**config.mk**
```make
export PLATFORM = sky130hd
export DESIGN_NAME = srti_ctrl
export DESIGN_NICKNAME = d
export VERILOG_FILES = /design/src/hdl/srti_pkg.sv /design/src/hdl/srti_ctrl.sv
export SDC_FILE = /design/constraint.sdc
export NUM_CORES = 1
export LEC_CHECK = 0
export ABC_AREA = 1
export BUFFER_PORTS_ARGS = -buffer_cell sky130_fd_sc_hd__buf_2
export CORE_AREA = 2 2 39 41
export CTS_BUF_LIST = sky130_fd_sc_hd__clkbuf_16
export CTS_CLUSTER_DIAMETER = 100
export DETAILED_ROUTE_END_ITERATION = 12
export DIE_AREA = 0 0 41 43
export PLACE_DENSITY = 0.54
export SYNTH_ARGS = -nofsm -noshare
export SYNTH_HDL_FRONTEND = slang
export SYNTH_SLANG_ARGS = --single-unit
```
**constraint.sdc**
```tcl
create_clock -name clock -period 1.4 [get_ports clock]
set_input_delay 0 -clock clock [delete_from_list [all_inputs] [get_ports clock]]
set_output_delay 0 -clock clock [all_outputs]
set_load 0.05 [all_outputs]
```
**src/hdl/srti_pkg.sv**
```systemverilog
// Shared types and constants for the step response tangent identification block.
package srti_pkg;

   typedef enum logic [2:0] {
      ST_IDLE,
      ST_GAIN_DIV,
      ST_MUL,
      ST_DEAD_DIV,
      ST_TL_DIV,
      ST_FINISH,
      ST_OUT
   } state_type;

   typedef enum logic [1:0] {
      PH_GAIN,
      PH_DEAD,
      PH_TL
   } phase_type;

   typedef struct packed {
      logic sample_take;
      logic gain_start;
      logic mul_start;
      logic dead_start;
      logic tl_start;
      logic finish;
      logic clear;
   } cmd_type;

   typedef struct packed {
      logic div_done;
      logic need_final;
      logic need_tangent;
   } stat_type;

   localparam int DivWidth = 64;
   localparam logic [1:0] StatusFound    = 2'd0;
   localparam logic [1:0] StatusShort    = 2'd1;
   localparam logic [1:0] StatusNoSlope  = 2'd2;
   localparam logic [39:0] Q40Max        = 40'hFF_FFFF_FFFF;
   localparam logic [39:0] TauOne        = 40'd256;

endpackage

```
**src/hdl/srti_ctrl.sv**
```systemverilog
// Controller state machine sequencing sample intake, divisions and result hand-off.
module srti_ctrl (
   input  logic                 clock,
   input  logic                 reset,
   input  logic                 req_valid,
   output logic                 req_ready,
   output logic                 rsp_valid,
   input  logic                 rsp_ready,
   input  srti_pkg::stat_type   stat,
   output srti_pkg::cmd_type    cmd
);
   srti_pkg::state_type state_ff, state_in;

   always_ff @(posedge clock) begin
      if (reset) begin
         state_ff <= srti_pkg::ST_IDLE;
      end else begin
         state_ff <= state_in;
      end
   end

   always_comb begin
      state_in = state_ff;
      cmd = '0;
      req_ready = 1'b0;
      rsp_valid = 1'b0;
      unique case (state_ff)
         srti_pkg::ST_IDLE: begin
            req_ready = 1'b1;
            if (req_valid) begin
               cmd.sample_take = 1'b1;
               if (stat.need_final) begin
                  cmd.gain_start = 1'b1;
                  state_in = srti_pkg::ST_GAIN_DIV;
               end
            end
         end
         srti_pkg::ST_GAIN_DIV: begin
            if (stat.div_done) begin
               if (stat.need_tangent) begin
                  cmd.mul_start = 1'b1;
                  state_in = srti_pkg::ST_MUL;
               end else begin
                  state_in = srti_pkg::ST_FINISH;
               end
            end
         end
         srti_pkg::ST_MUL: begin
            cmd.dead_start = 1'b1;
            state_in = srti_pkg::ST_DEAD_DIV;
         end
         srti_pkg::ST_DEAD_DIV: begin
            if (stat.div_done) begin
               cmd.tl_start = 1'b1;
               state_in = srti_pkg::ST_TL_DIV;
            end
         end
         srti_pkg::ST_TL_DIV: begin
            if (stat.div_done) state_in = srti_pkg::ST_FINISH;
         end
         srti_pkg::ST_FINISH: begin
            cmd.finish = 1'b1;
            cmd.clear = 1'b1;
            state_in = srti_pkg::ST_OUT;
         end
         srti_pkg::ST_OUT: begin
            rsp_valid = 1'b1;
            if (rsp_ready) state_in = srti_pkg::ST_IDLE;
         end
         default: state_in = srti_pkg::ST_IDLE;
      endcase
   end
endmodule

```
* Word-level counts from Yosys, hierarchy flattened *
Index checks and enable logic that the tools add are counted.

word-level totals
  register bits after elaboration = 3
  input port bits = 7
  output and inout bits = 9
  logic and storage cells = 35

operators by class
  equality and inequality tests = 12
  multiplexer cells = 20
  reductions and logical operators = 2

operators by type and width
  cell                  count
  $mux W3               7
  $pmux W3 S7           1
  $ne A2 B2 Y1 const B  6
  $eq A3 B3 Y1 const B  3
  $mux W1               9
  $eq A3 B2 Y1 const B  2
  $mux W2               3
  $reduce_and A6 Y1     1
  $eq A3 B1 Y1 const B  1
  $logic_not A3 Y1      1

* Depth between registers and ports, before layout *
Gate-level depths: netlist of run 1.

  depth after elaboration = 3
  gate-level depth with buffers = 7
  gate-level depth less buffers = 7

* Worst setup path after synthesis of run 1 *
Ideal clock, no wire load.

  path kind = reg-to-output
  start point = reg state_ff[1]
  end point = out cmd[4] in the netlist's numbering
  data arrival time = 1.713 ns
  data required time = 1.400 ns
  slack = -0.313 ns
  stages on the path, launching flop included = 4
  buffers on the path = 0
  cells stage by stage = dfxtp_1 inv_1 nand2_1 nor3b_1

RTL lines
  what                      RTL line         source
  start: declaration        srti_ctrl.sv:12  srti_pkg::state_type state_ff, state_in;
  start signal: assignment  srti_ctrl.sv:16  state_ff <= srti_pkg::ST_IDLE;
  start signal: assignment  srti_ctrl.sv:18  state_ff <= state_in;
  end: declaration          srti_ctrl.sv:10  output srti_pkg::cmd_type cmd

==> results of run 1 <==
cells in the mapped netlist (all sizes together):
master  instances
dfxtp           3
nand4           3
inv             9
nor3            1
nand3           2
o21ai           3
buf             1
nor2           11
a21oi           2
nor3b           1
nand2          12
cell usage in the layout (no fill, tap or decap):
cell type and instances:
o21ai_0 3, nor2_1 7, nand2_1 10, nor2_4 1, clkbuf_16 3, nor2_2 3, inv_1 10, a21oi_2 1
dlygate4sd3_1 1, dfxtp_1 3, a21oi_1 1, nor3_2 1, nand4_1 3, buf_2 15, nor3b_2 1, nand2_2 2
nand3_2 2
metrics by stage:
stage               worst slack [ns]  cell area, um2  utilization
global route                 0.00984             474        0.343
global placement               0.263             385        0.278
floorplan                     0.0755             298            -
CTS                           0.0827             474        0.343
finish                        0.0896             474        0.343
detailed placement             0.280             385        0.278
where the power goes:
| group | switching, mW | leakage, nW | internal (mW) |
|---|---|---|---|
| Sequential | 0.0327 | 0.0246 | 0.105 |
| Clock | 0.0739 | 0.0423 | 0.368 |
| Combinational | 0.279 | 0.192 | 0.0945 |
cell type report:
class	count	area, um2	area share
Clock buffer	3	75.1	0.158
Multi-Input combinational cell	35	196	0.414
Inverter	9	33.8	0.0712
Timing Repair Buffer	16	85.1	0.179
Clock inverter	1	3.75	0.00792
Tap cell	16	20.0	0.0422
Sequential cell	3	60.1	0.127
worst max-delay path, stage by stage (launching register included):
cell and delay [ns]:
dfxtp_1 0.34, inv_1 0.16, nand2_1 0.13, nor3b_2 0.19, buf_2 0.27
logic make-up (layout without fill, tap and decap cells):
logic type,after synthesis,after routing
DFF,3,3
and+or+nand+nor,30,30
buffers and inverters,10,29
AOI/OAI and AO/OA,5,5
per-layer routing:
metal	track usage	up-vias	routed length (um)
met5	0	-	0
met4	0.0400	0	0
met3	0.0628	0	90
met2	0.134	16	261
met1	0.119	140	313
li1	-	189	-
final timing paths:
check                           cells past startpoint  slack [ns]   startpoint     endpoint
worst min register to register                      2        0.53  state_ff[1]  state_ff[1]
worst max-delay path                                4        0.09  state_ff[1]       cmd[4]
worst max register to register                      7        0.27  state_ff[0]  state_ff[2]
worst min-delay path                                5        0.21    rsp_ready  state_ff[1]
==> results.ini, run 1 <==
[synthesis]
yosys.area.top_type_share = 0.211
synthCells = 48
synth_top_area_cell = dfxtp_1
synth_warnings = 0
synth_seq_cells = 3
syn_avg_cell_area_um2 = 5.94
yosys-top-cells-area = dfxtp_1, nand2_1, inv_1
synthMuxAreaShare = 0
yosys.area_share.xor_xnor = 0
synth_cell_types = 15
synth_top_family_by_area = simple AND/OR/NAND/NOR gates
synthesis.area_um2 = 285
synth_fa_ha_area_frac = 0
synth-seq-area-share = 0.211
syn_nets = 55
synthSimpleGateAreaFrac = 0.544
synth_compound_area_frac = 0.101

[timing]
max_freq_mhz = 763
hold_viol = 0
hold_ws_ns = 0.208
fin_crit_ns = 1.31
skew_ns = 0.000351
finalMaxSlewViolations = 0
fin_crit_sh = 0.936
setup_violations = 0
max-slew-margin-rel = 0.814
rsz0062_at_grt = no
tightest_slew_ns = 0.279
tns_ns = 0

[clock_tree]
clock-sinks = 3
clkSlewWorstSetupHoldPaths_ns = 0.03
root_buffer = clkbuf_16
ctsResizeCount = 0
cts_buffer_depth = 2
cts_tree = yes
cts_buffers = 3
post_cts_buffers = 0
clkLatencyLatePin_ns = 0.22
postCtsHoldBufs = 1
htreeDepth = 1

[die]
io-pin-count = 16
die-area_um2 = 1760
fp.coreArea_um2 = 1380
die_w_um = 41
die_height_um = 43
initial_core_util = 0.206
fp-row-count = 14

[global_routing]
grt_use_total = 0.0983
grt_pass1_wl_mm = 1.17
grt_start_max_net_pins = 7
grt_pass1_vias = 300
grt.overflow.total = 0
antenna_found_initial = 0

[routing]
drtAntennaViolNets = 0
drt_iter0_drc = 5
routedWlPerCell_um = 8.01
first_pass_iters = 3
routed_wl_um = 665
dr_total_vias = 345
drc = 0
viasPerCell = 4.16

[worst_hold_path]
hold_class = primary input to register

[finish]
largest_register_ffs = 3
n_antenna_cell = 0
finalNetCount = 75
syn_to_final_growth_pct = 66.2
top_regs = state_ff x3
largest-register = state_ff
drive_gt1_frac = 0.433
final_cells = 83
fillers = 157

[worst_setup_path]
arrival_ns = 1.31
crit_path_max_fanout = 6
critical_path_class = register to primary output
startpoint_type = register
worst_setup_path_end_kind = primary output
cp.required_ns = 1.40

[place]
place_congestion = 0.761
hpwlAfterDp_um = 546
numPortBuffers = 15
placed_cells = 78

[pwr]
power_density_nw_per_um2 = 2010
p_leak_nw = 0.259
p_total_mw = 0.953
irDropWorstVdd_v = 0.000609

[run]
max-cap-violations = 0

[run_status]
outcome = complete, no violations

(Power assumes the default switching activity.)
==> inputs of run 2 (changes only) <==
clock period = 1.25 ns   (was 1.4 ns; I/O delays follow)
==> run 2 against run 1 <==
  * Die area is the same
  * Register-to-register slack got worse by 0.08 ns
  * Core utilization is 2.4 points higher
  * Worst setup slack better by 0.0013 ns
  * Total power grew 17%
  * Highest routed layer unchanged
  * Largest power group unchanged
  * Sequential share of layout area decreased by 0.072 points
  * Cell area up 6.9%
  * Critical path depth unchanged
==> results.ini, run 2 (synthesis results as in run 1) <==
[timing]
finalMaxSlewViolations = 0  ; unchanged
fin_ws_ns = 0.0909  ; was 0.0896 ns
skew_ns = 0.00103  ; was 0.000351 ns
fin_crit_ns = 1.16
max-slew-margin-rel = 0.835  ; was 0.814
tightest_slew_ns = 0.249  ; was 0.279 ns
setup_violations = 0  ; unchanged
hold_ws_ns = 0.209  ; was 0.208 ns
hold_viol = 0  ; unchanged
fin_crit_sh = 0.927
max_freq_mhz = 863
rsz0062_at_grt = no  ; unchanged

[run]
max-cap-violations = 0  ; unchanged

[finish]
largest_register_ffs = 3  ; unchanged
layout_common_cells = buf_2, inv_1, nand2_1  ; was buf_2, nand2_1, inv_1
layout_commonest_cell = buf_2  ; unchanged
drive_gt1_frac = 0.522  ; was 0.433
top_regs = state_ff x3  ; unchanged
syn_to_final_growth_pct = 77.6  ; was 66.2%
finalNetCount = 75  ; unchanged
fillers = 156  ; was 157
final_cells = 83  ; unchanged
largest-register = state_ff  ; unchanged
n_antenna_cell = 0  ; unchanged

[clock_tree]
post_cts_buffers = 0  ; unchanged
root_buffer = clkbuf_16  ; unchanged
clkLatencyLatePin_ns = 0.22  ; about the same
cts_buffers = 3  ; unchanged
cts_buffer_depth = 2  ; unchanged
clock-sinks = 3  ; unchanged
clkSlewWorstSetupHoldPaths_ns = 0.03  ; about the same
cts_tree = yes  ; unchanged
htreeDepth = 1  ; unchanged

[worst_setup_path]
worst_setup_path_end_kind = primary output  ; unchanged
reg2reg_setup_slack_ns = 0.19  ; was 0.27 ns
r2r-start = state_ff[2]  ; was state_ff[0]
cp.required_ns = 1.25  ; was 1.40 ns
critical_path_class = register to primary output  ; unchanged
crit_path_max_fanout = 6  ; unchanged
startpoint_type = register  ; unchanged
reg2reg_to = state_ff[2]  ; unchanged
reg2regPathDepth = 7  ; unchanged
arrival_ns = 1.16  ; was 1.31 ns

[routing]
viasPerCell = 4.22  ; was 4.16
drtAntennaViolNets = 0  ; unchanged
drc = 0  ; unchanged
routed_wl_um = 723  ; was 665 um
dr_total_vias = 350  ; was 345
routedWlPerCell_um = 8.71  ; was 8.01 um
drt_iter0_drc = 5  ; unchanged
first_pass_iters = 2  ; was 3

[pwr]
p_int_mw = 0.661  ; was 0.567 mW
p_leak_nw = 0.264  ; was 0.259 nW
p_total_mw = 1.11  ; was 0.953 mW
power_density_nw_per_um2 = 2200  ; was 2010 nW/um2
seq_power_share = 0.152  ; was 0.144
combPwrFrac = 0.402  ; was 0.392
irDropWorstVdd_v = 0.000970  ; was 0.000609 V
clkPwrFrac = 0.446  ; was 0.464
switching_power_mw = 0.453  ; was 0.386 mW
switching_share = 0.406  ; was 0.405

[die]
io-pin-count = 16  ; unchanged
die_height_um = 43  ; unchanged
initial_core_util = 0.206  ; unchanged
die_w_um = 41  ; unchanged
fp.coreArea_um2 = 1380  ; unchanged
fp-row-count = 14  ; unchanged
die-area_um2 = 1760  ; unchanged

[global_routing]
grt_pass1_wl_mm = 1.17  ; unchanged
grt.overflow.total = 0  ; unchanged
grt_start_max_net_pins = 7  ; unchanged
grt_use_total = 0.0972  ; was 0.0983
antenna_found_initial = 0  ; unchanged
grt_pass1_vias = 322  ; was 300

[place]
placed_cells = 78  ; unchanged
hpwlAfterDp_um = 584  ; was 546 um
dp_slack_ns = 0.0653  ; was 0.280 ns
numPortBuffers = 15  ; unchanged
place_congestion = 0.731  ; was 0.761

[run_status]
outcome = complete, no violations  ; unchanged

[worst_hold_path]
hold_class = primary input to register  ; unchanged
hold_depth = 5  ; unchanged
min_from = rsp_ready  ; unchanged
whs_endpoint = state_ff[1]  ; unchanged

-- run 2: power groups by stage --
stage / Combinational (mW) / Clock, mW / Sequential (mW)
floorplan: 0.349 / 0 / 0.150
global placement: 0.420 / 0 / 0.161
detailed placement: 0.426 / 0 / 0.159
CTS: 0.444 / 0.507 / 0.162
global route: 0.489 / 0.521 / 0.175
finish: 0.448 / 0.497 / 0.169
-- run 2: worst max-delay path by stage --
stage                      from          end  slack, ns  cells after the start
floorplan           state_ff[1]       cmd[4]      -0.04                      3
global placement    state_ff[1]  state_ff[1]       0.06                      5
detailed placement  state_ff[1]  state_ff[1]       0.07                      5
CTS                 state_ff[1]       cmd[4]       0.04                      4
global route        state_ff[2]       cmd[5]       0.02                      4
finish              state_ff[1]       cmd[4]       0.09                      4
-- run 2: metrics by stage --
| stage | util | cell area [um2] | TNS (ns) |
|---|---|---|---|
| 4_1_cts | 0.361 | 499 | 0 |
| 5_1_grt | 0.366 | 507 | 0 |
| 3_3_place_gp | 0.286 | 395 | 0 |
| 2_1_floorplan | - | 308 | -0.103 |
| 3_5_place_dp | 0.286 | 395 | 0 |
| 6_report | 0.366 | 507 | 0 |
-- run 2: final cells by class --
type | instances | area [um2] | area share
Tap cell | 16 | 20.0 | 0.0395
Timing Repair Buffer | 16 | 98.8 | 0.195
Multi-Input combinational cell | 35 | 211 | 0.417
Clock inverter | 1 | 3.75 | 0.00741
Sequential cell | 3 | 63.8 | 0.126
Clock buffer | 3 | 75.1 | 0.148
Inverter | 9 | 33.8 | 0.0667
-- run 2: what timing repair did --
action / in CTS / in global routing
hold buffers: 1 / 0
gates resized for setup: 7 / 2
hold endpoints to repair: 1 / 0
endpoints found under the setup margin: 6 / 5
-- run 2: worst max-delay path, cell delays in order, from the launching register on --
cell,delay (ns)
dfxtp_2,0.34
inv_2,0.11
nand2_2,0.10
nor3b_2,0.20
buf_6,0.18
-- run 2: layer usage --
layer	wire (um)	global-route usage	vias to the layer above
met5	0	0	-
met4	0	0.0600	0
met3	70	0.0314	0
met2	339	0.150	14
met1	314	0.109	148
li1	-	-	188
